`config.mk`:
```
export PLATFORM = sky130hd
export DESIGN_NAME = aie_mem
export DESIGN_NICKNAME = d
export VERILOG_FILES = /design/src/design/aie_pkg.sv /design/src/design/aie_mem.sv
export SDC_FILE = /design/constraint.sdc
export NUM_CORES = 2
export LEC_CHECK = 0
export BUFFER_PORTS_ARGS = -buffer_cell sky130_fd_sc_hd__clkbuf_2
export CAP_MARGIN = 10
export CELL_PAD_IN_SITES_DETAIL_PLACEMENT = 0
export CELL_PAD_IN_SITES_GLOBAL_PLACEMENT = 2
export CORE_AREA = 2 2 573 689
export CTS_CLUSTER_SIZE = 28
export DETAILED_ROUTE_END_ITERATION = 8
export DIE_AREA = 0 0 575 691
export PLACE_DENSITY_LB_ADDON = 0.1
export SLEW_MARGIN = 25
export SYNTH_ARGS = -nofsm -noshare
export SYNTH_HDL_FRONTEND = slang
export SYNTH_SLANG_ARGS = --single-unit
```
`constraint.sdc`:
```
create_clock -name i_clk -period 2.9 [get_ports i_clk]
set_input_delay 0.145 -clock i_clk [delete_from_list [all_inputs] [get_ports i_clk]]
set_output_delay 0.145 -clock i_clk [all_outputs]
set_load 0.05 [all_outputs]
```
`src/design/aie_pkg.sv`:
```
// ----------------------------------------------------------------------------
// aie_pkg
// Shared types, field codes and helpers for the accumulator instruction
// executor.
// ----------------------------------------------------------------------------
package aie_pkg;

    localparam int WORD_W     = 16;
    localparam int ADDR_W     = 8;
    localparam int PAGE_WORDS = 256;
    localparam int NUM_AC     = 4;
    localparam int DISP_W     = 8;

    typedef logic [WORD_W-1:0] t_word;
    typedef logic [ADDR_W-1:0] t_addr;
    typedef t_word [NUM_AC-1:0] t_acs;

    // item operation
    localparam logic OP_EXEC  = 1'b0;
    localparam logic OP_WRITE = 1'b1;

    // memory-reference groups
    localparam logic [1:0] GRP_JUMP = 2'd0;
    localparam logic [1:0] GRP_LDA  = 2'd1;
    localparam logic [1:0] GRP_STA  = 2'd2;
    localparam logic [1:0] GRP_NONE = 2'd3;

    // jump group functions
    localparam logic [1:0] SEL_JMP = 2'd0;
    localparam logic [1:0] SEL_JSR = 2'd1;
    localparam logic [1:0] SEL_ISZ = 2'd2;
    localparam logic [1:0] SEL_DSZ = 2'd3;

    // addressing modes
    localparam logic [1:0] IDX_PAGE0 = 2'd0;
    localparam logic [1:0] IDX_PC    = 2'd1;
    localparam logic [1:0] IDX_AC2   = 2'd2;
    localparam logic [1:0] IDX_AC3   = 2'd3;

    localparam logic [1:0] AC_THREE = 2'd3;

    // alc functions
    localparam logic [2:0] FN_COM = 3'd0;
    localparam logic [2:0] FN_NEG = 3'd1;
    localparam logic [2:0] FN_MOV = 3'd2;
    localparam logic [2:0] FN_INC = 3'd3;
    localparam logic [2:0] FN_ADC = 3'd4;
    localparam logic [2:0] FN_SUB = 3'd5;
    localparam logic [2:0] FN_ADD = 3'd6;
    localparam logic [2:0] FN_AND = 3'd7;

    // alc shifts
    localparam logic [1:0] SH_NONE = 2'd0;
    localparam logic [1:0] SH_ROL  = 2'd1;
    localparam logic [1:0] SH_ROR  = 2'd2;
    localparam logic [1:0] SH_SWAP = 2'd3;

    // alc carry control
    localparam logic [1:0] CY_KEEP = 2'd0;
    localparam logic [1:0] CY_ZERO = 2'd1;
    localparam logic [1:0] CY_ONE  = 2'd2;
    localparam logic [1:0] CY_COMP = 2'd3;

    typedef struct packed {
        logic  operation;
        t_word instruction;
        t_word pc;
        t_acs  acs;
        logic  carry;
        t_addr load_address;
        t_word load_data;
    } t_item;

    typedef struct packed {
        t_acs  acs;
        logic  carry;
        logic  skip;
        logic  mem_written;
        t_addr wr_addr;
        t_word wr_value;
        logic  jump;
        t_word jump_addr;
        logic  supported;
    } t_result;

    typedef struct packed {
        t_word      value;
        logic       carry;
        logic       skip;
        logic       load;
        logic [1:0] dest;
    } t_alc_res;

    function automatic t_word ext_disp(input logic [DISP_W-1:0] d);
        return {{(WORD_W-DISP_W){d[DISP_W-1]}}, d};
    endfunction

endpackage

```
`src/design/aie_mem.sv`:
```
// ----------------------------------------------------------------------------
// aie_mem
// Page-zero store: one write port, two registered read ports, and a valid
// bit per word so unwritten words read as zero right after reset.
// ----------------------------------------------------------------------------
module aie_mem import aie_pkg::*; (
    input  logic  i_clk,
    input  logic  i_rst_n,
    input  logic  i_rd_en,
    input  t_addr i_rd_a_addr,
    input  t_addr i_rd_b_addr,
    input  logic  i_wr_en,
    input  t_addr i_wr_addr,
    input  t_word i_wr_data,
    output t_word o_rd_a_data,
    output t_word o_rd_b_data
);

    t_word                 r_mem [PAGE_WORDS];
    logic [PAGE_WORDS-1:0] r_vld;
    t_word                 r_rd_a;
    t_word                 r_rd_b;
    logic                  r_rd_a_vld;
    logic                  r_rd_b_vld;

    always_ff @(posedge i_clk) begin
        if (i_wr_en) begin
            r_mem[i_wr_addr] <= i_wr_data;
        end
    end

    always_ff @(posedge i_clk) begin
        if (!i_rst_n) begin
            r_vld <= '0;
        end else if (i_wr_en) begin
            r_vld[i_wr_addr] <= 1'b1;
        end
    end

    always_ff @(posedge i_clk) begin
        if (i_rd_en) begin
            r_rd_a <= r_mem[i_rd_a_addr];
            r_rd_b <= r_mem[i_rd_b_addr];
        end
    end

    always_ff @(posedge i_clk) begin
        if (!i_rst_n) begin
            r_rd_a_vld <= 1'b0;
            r_rd_b_vld <= 1'b0;
        end else if (i_rd_en) begin
            r_rd_a_vld <= r_vld[i_rd_a_addr];
            r_rd_b_vld <= r_vld[i_rd_b_addr];
        end
    end

    assign o_rd_a_data = r_rd_a_vld ? r_rd_a : '0;
    assign o_rd_b_data = r_rd_b_vld ? r_rd_b : '0;

endmodule

```
==> results list <==
- By instance count, the cell type seen most on the critical path is sky130_fd_sc_hd__buf_4.
* Number of warning messages in the yosys log: 0
- For this block, the routed nets add up to 712000 um of wire.
* Area of all placed cells without fillers: 233000 um2
- Fin crit period: 2.97 ns
- Worst Path Arrival: 3.71 ns
* Vias in the first global route: 123000
- The synthesized design contains roughly 4100 enable-type register cells.
* Result of the run: finished, violations left
* Max Root-Sink Buffers: 4
- On the critical path the largest part of the delay comes from compound AO/OA/AOI/OAI gates.
* Simple-gate share of the synthesized area: between 1 and 1.5%
* Total power per unit cell area: around 600 nW/um2
* Total Power Consumption: 140 mW
- After floorplanning, the core was divided into 252 placement rows.
- Setup bufs post-CTS: 0
* Net Sw Power: 33.0 mW
- In this run the cell area measured after placement is 218000 um2.
- In this run the register-to-register setup slack is -0.07 ns.
- Core Footprint: 391000 um2
* Die height: 691 um
- Counting every instance in the synthesized netlist gives 10000.
- Post-layout net count: 11200
* Overflow left after global routing: 0
- After synthesis, the share of cell area in mux cells is 24.9%.
- Number of max-slew violations in the final report: 0
- CP bufs+invs: 2
* Maximum achievable frequency: 0.337 GHz
- Total number of H-tree levels: 5
- The number of hold violations in the final report was 0.
- The first global-routing pass estimated 978000 um of wire.
- After synthesis, the mean cell area works out to 19.8 um2.
- STA classifies the critical path endpoint as a register.
- Post-route ant nets: 0
* Number of antenna violations at the first check in global routing: 68
- Fraction of final layout cells with drive strength greater than 1: between 40% and 50%
- The number of clock buffers added by TritonCTS is roughly 440.
- Post-Place Worst Slack: -1.39 ns
- The final reports fail on setup timing.
* Ordered cell list for the critical path: mux4_2 -> a22oi_1 -> a21oi_1 -> nor4_1 -> buf_4 -> o22ai_1 -> buf_4 -> or2_1
* Largest net degree at the start of global routing: 157
- Setup repair after global routing could not meet its margin everywhere.
* Share of power burned in the clock network: 41.1%
- Inst Count DP: 15900
- In this run the most critical hold path is launched from i_rst_n.
- The die covers ~400000 um2.
- Combinational family with the most area after synthesis: multiplexers
- Share of total power in sequential cells: 49.7%
* Slack of the critical path: -0.0658 ns
- Among all flip-flop cells after synthesis, the most frequent one is sky130_fd_sc_hd__edfxtp_1.
* Clk root buf: sky130_fd_sc_hd__clkbuf_16
- Wire per inst: between 40 and 50 um
* Total internal power: 107 mW
- Length of the first detailed-routing pass in iterations: 6
* Final setup violation count: 2
- After synthesis, the share of flip-flops with an asynchronous set or reset is 0%.
- Setup TNS: -0.0709 ns
* Worst vdd ir: between 0.5 and 0.6 mV
* Horizontal die dimension: 575 um
- Synthesis inferred 4386 register bits.
* Path category of the worst min-delay check: primary input to register
* Area added between synthesis and finish: 17.5%
- Final worst path period share: 102%
- Worst Hold Endpoint: r_vld[74]
* Via count: 121000
- Worst-margin pin slew: ~1.1 ns
- Starting DRC count in detailed routing: 17900
- The critical path is of the register to register type.
- Required time at the worst-slack endpoint: ~3.6 ns
- Setup Skew: 0.0362 ns
- The tool flagged a number of max-cap violations equal to 0.
* Rel. slew slack: 24.4%
* Net Sw Frac: a little under a quarter
- Synthesis produced a netlist with a net count of 10000.
- Worst hold stages: 3
- Via-per-instance ratio: just over 7
* Number of sinks handled by clock tree synthesis: between 4000 and 5000
- In the routed design, unresolved DRC markers number 0.
- Number of unique standard cell types used by synthesis: 52
- Summing the areas of all xor and xnor instances in the mapped netlist gives 0% of the synthesized area.
- Adder and majority cell fraction of the synthesized area: 0%
- Overall routing resource usage: between 30% and 40%
* Port Buf Inserts: 75
- Of all nets on the critical path, the largest fanout is 2.
* Destination of the worst register-to-register timing path: r_rd_a[1]
- In this run the count of I/O pins placed on the die edge is 76.
- Detailed placer's ending HPWL: 475000 um
* Clock slew at the register clock pins of the worst setup and hold paths: 0.06 ns
* CTS tree: done
- CP max stage cell: sky130_fd_sc_hd__mux4_2
- Leakage power total: between 70 and 80 nW
* FF-to-FF path depth: 8
* Reg-to-reg startpoint: r_mem[251][1]
- Combinational cells account for 9.3% of the total power.
* Number of cells in the finished layout apart from fillers: 16800
- Clock latency at the later pin of the worst-skew pair: 1.02 ns
- Total standard cell area after synthesis: ~200000 um2
- Biggest cell delay along the critical path: 0.48 ns
- Placer Congestion: 0.936
- Sequential elements use 65.1% of the synthesized area.
* Startpoint type of the worst setup path: register
* Compound-cell area share of the yosys netlist: between 6 and 7%
* Starting utilization of the core area: between 50% and 60%
==> cell type report <==
class / count / area [um2]
Multi-Input combinational cell: 4734 / 66800
Tap cell: 5207 / 6520
Fill cell: 28500 / 158000
Clock buffer: 553 / 11800
Sequential cell: 4386 / 129000
Antenna cell: 48 / 120
Timing Repair Buffer: 1616 / 16100
Inverter: 6 / 22.5
Clock inverter: 260 / 2490
==> synthesized netlist by cell type (all sizes together), types with 32 or more instances <==
| cell | count | area share [%] |
|---|---|---|
| a21oi | 523 | 1.3 |
| a22oi | 1034 | 3.9 |
| and2 | 35 | 0.11 |
| buf | 354 | 0.92 |
| clkbuf | 522 | 0.99 |
| dfxtp | 258 | 2.6 |
| edfxtp | 4128 | 63 |
| mux2i | 32 | 0.16 |
| mux4 | 2171 | 25 |
| nand2 | 33 | 0.062 |
| nor2 | 271 | 0.51 |
| nor4 | 130 | 0.41 |
| o21a | 256 | 0.97 |
| o22ai | 75 | 0.24 |
| or2 | 38 | 0.12 |
==> worst max path at each step <==
stage	from	end	cells after the start
finish	r_mem[251][1]	r_rd_a[1]	8
global route	r_mem[82][12]	r_rd_b[12]	8
CTS	r_mem[159][3]	r_rd_b[3]	8
detailed placement	i_rd_b_addr[0]	r_rd_b[2]	10
global placement	i_rd_b_addr[0]	r_rd_b[5]	10
floorplan	i_wr_en	r_mem[207][0]	5
==> timing repair <==
item	4_1_cts	5_1_grt
resized for setup	57	51
pin swaps	6	16
hold buffers	39	0
hold endpoints to repair	3266	0
endpoints found under the setup margin	25	26
==> registers in the layout, indices dropped and copies added, names as in the netlist <==
name,flops
r_rd_a_vld,1
r_rd_b_vld,1
r_vld,256
r_rd_a,16
r_rd_b,16
r_mem,4096
==> worst register-to-register path, delay by kind of cell, from the launching register on <==
| family | cells | cell delay, ns |
|---|---|---|
| buffers and inverters | 2 | 0.43 |
| AO/OA/AOI/OAI | 3 | 0.78 |
| AND/OR/NAND/NOR | 2 | 0.61 |
| multiplexers | 1 | 0.49 |
| flip-flops | 1 | 0.40 |
==> cells by family after synthesis <==
kind of cell    Yosys count
simple gates            594
mux                    2212
buf+inv                 882
compound gates         1928
flops                  4386
==> metrics by stage <==
step | util, % | hold WS [ns]
floorplan | - | 0.244
global placement | 55.6 | 0.458
detailed placement | 55.6 | 0.470
CTS | 59.5 | 0.0592
global route | 59.6 | 0.133
finish | 59.6 | 0.125
==> layout by cell type, fill, tap and decap left out, types with 35 or more instances in the layout <==
cell type / n
sky130_fd_sc_hd__mux4_2: 2171
sky130_fd_sc_hd__clkbuf_2: 54
sky130_fd_sc_hd__clkbuf_16: 452
sky130_fd_sc_hd__nor2_2: 256
sky130_fd_sc_hd__a21oi_1: 511
sky130_fd_sc_hd__buf_12: 305
sky130_fd_sc_hd__dlygate4sd3_1: 39
sky130_fd_sc_hd__edfxtp_1: 4128
sky130_fd_sc_hd__nor4_2: 35
sky130_fd_sc_hd__clkinv_2: 76
sky130_fd_sc_hd__clkinv_1: 95
sky130_fd_sc_hd__nor4_1: 79
sky130_fd_sc_hd__clkbuf_1: 90
sky130_fd_sc_hd__bufinv_16: 43
sky130_fd_sc_hd__dfxtp_1: 258
sky130_fd_sc_hd__diode_2: 48
sky130_fd_sc_hd__a22oi_1: 1019
sky130_fd_sc_hd__buf_4: 1197
sky130_fd_sc_hd__o22ai_1: 62
sky130_fd_sc_hd__o21a_1: 256
==> power groups by stage <==
stage	Clock, mW	Combinational [mW]	Sequential [mW]
6_report	57.6	13.0	69.6
5_1_grt	60.3	13.3	69.6
4_1_cts	58.0	12.7	69.6
3_5_place_dp	0	12.6	70.9
3_3_place_gp	0	12.4	70.9
2_1_floorplan	0	5.99	70.8
==> routing by layer <==
| layer | share of wire (%) | GRT usage (%) |
|---|---|---|
| met4 | 5.2 | 16.1 |
| met2 | 47 | 55.8 |
| met5 | 0.030 | 0 |
| met1 | 36 | 47.8 |
| met3 | 11 | 8.37 |
No activity file was read; power rests on OpenSTA's default activity.
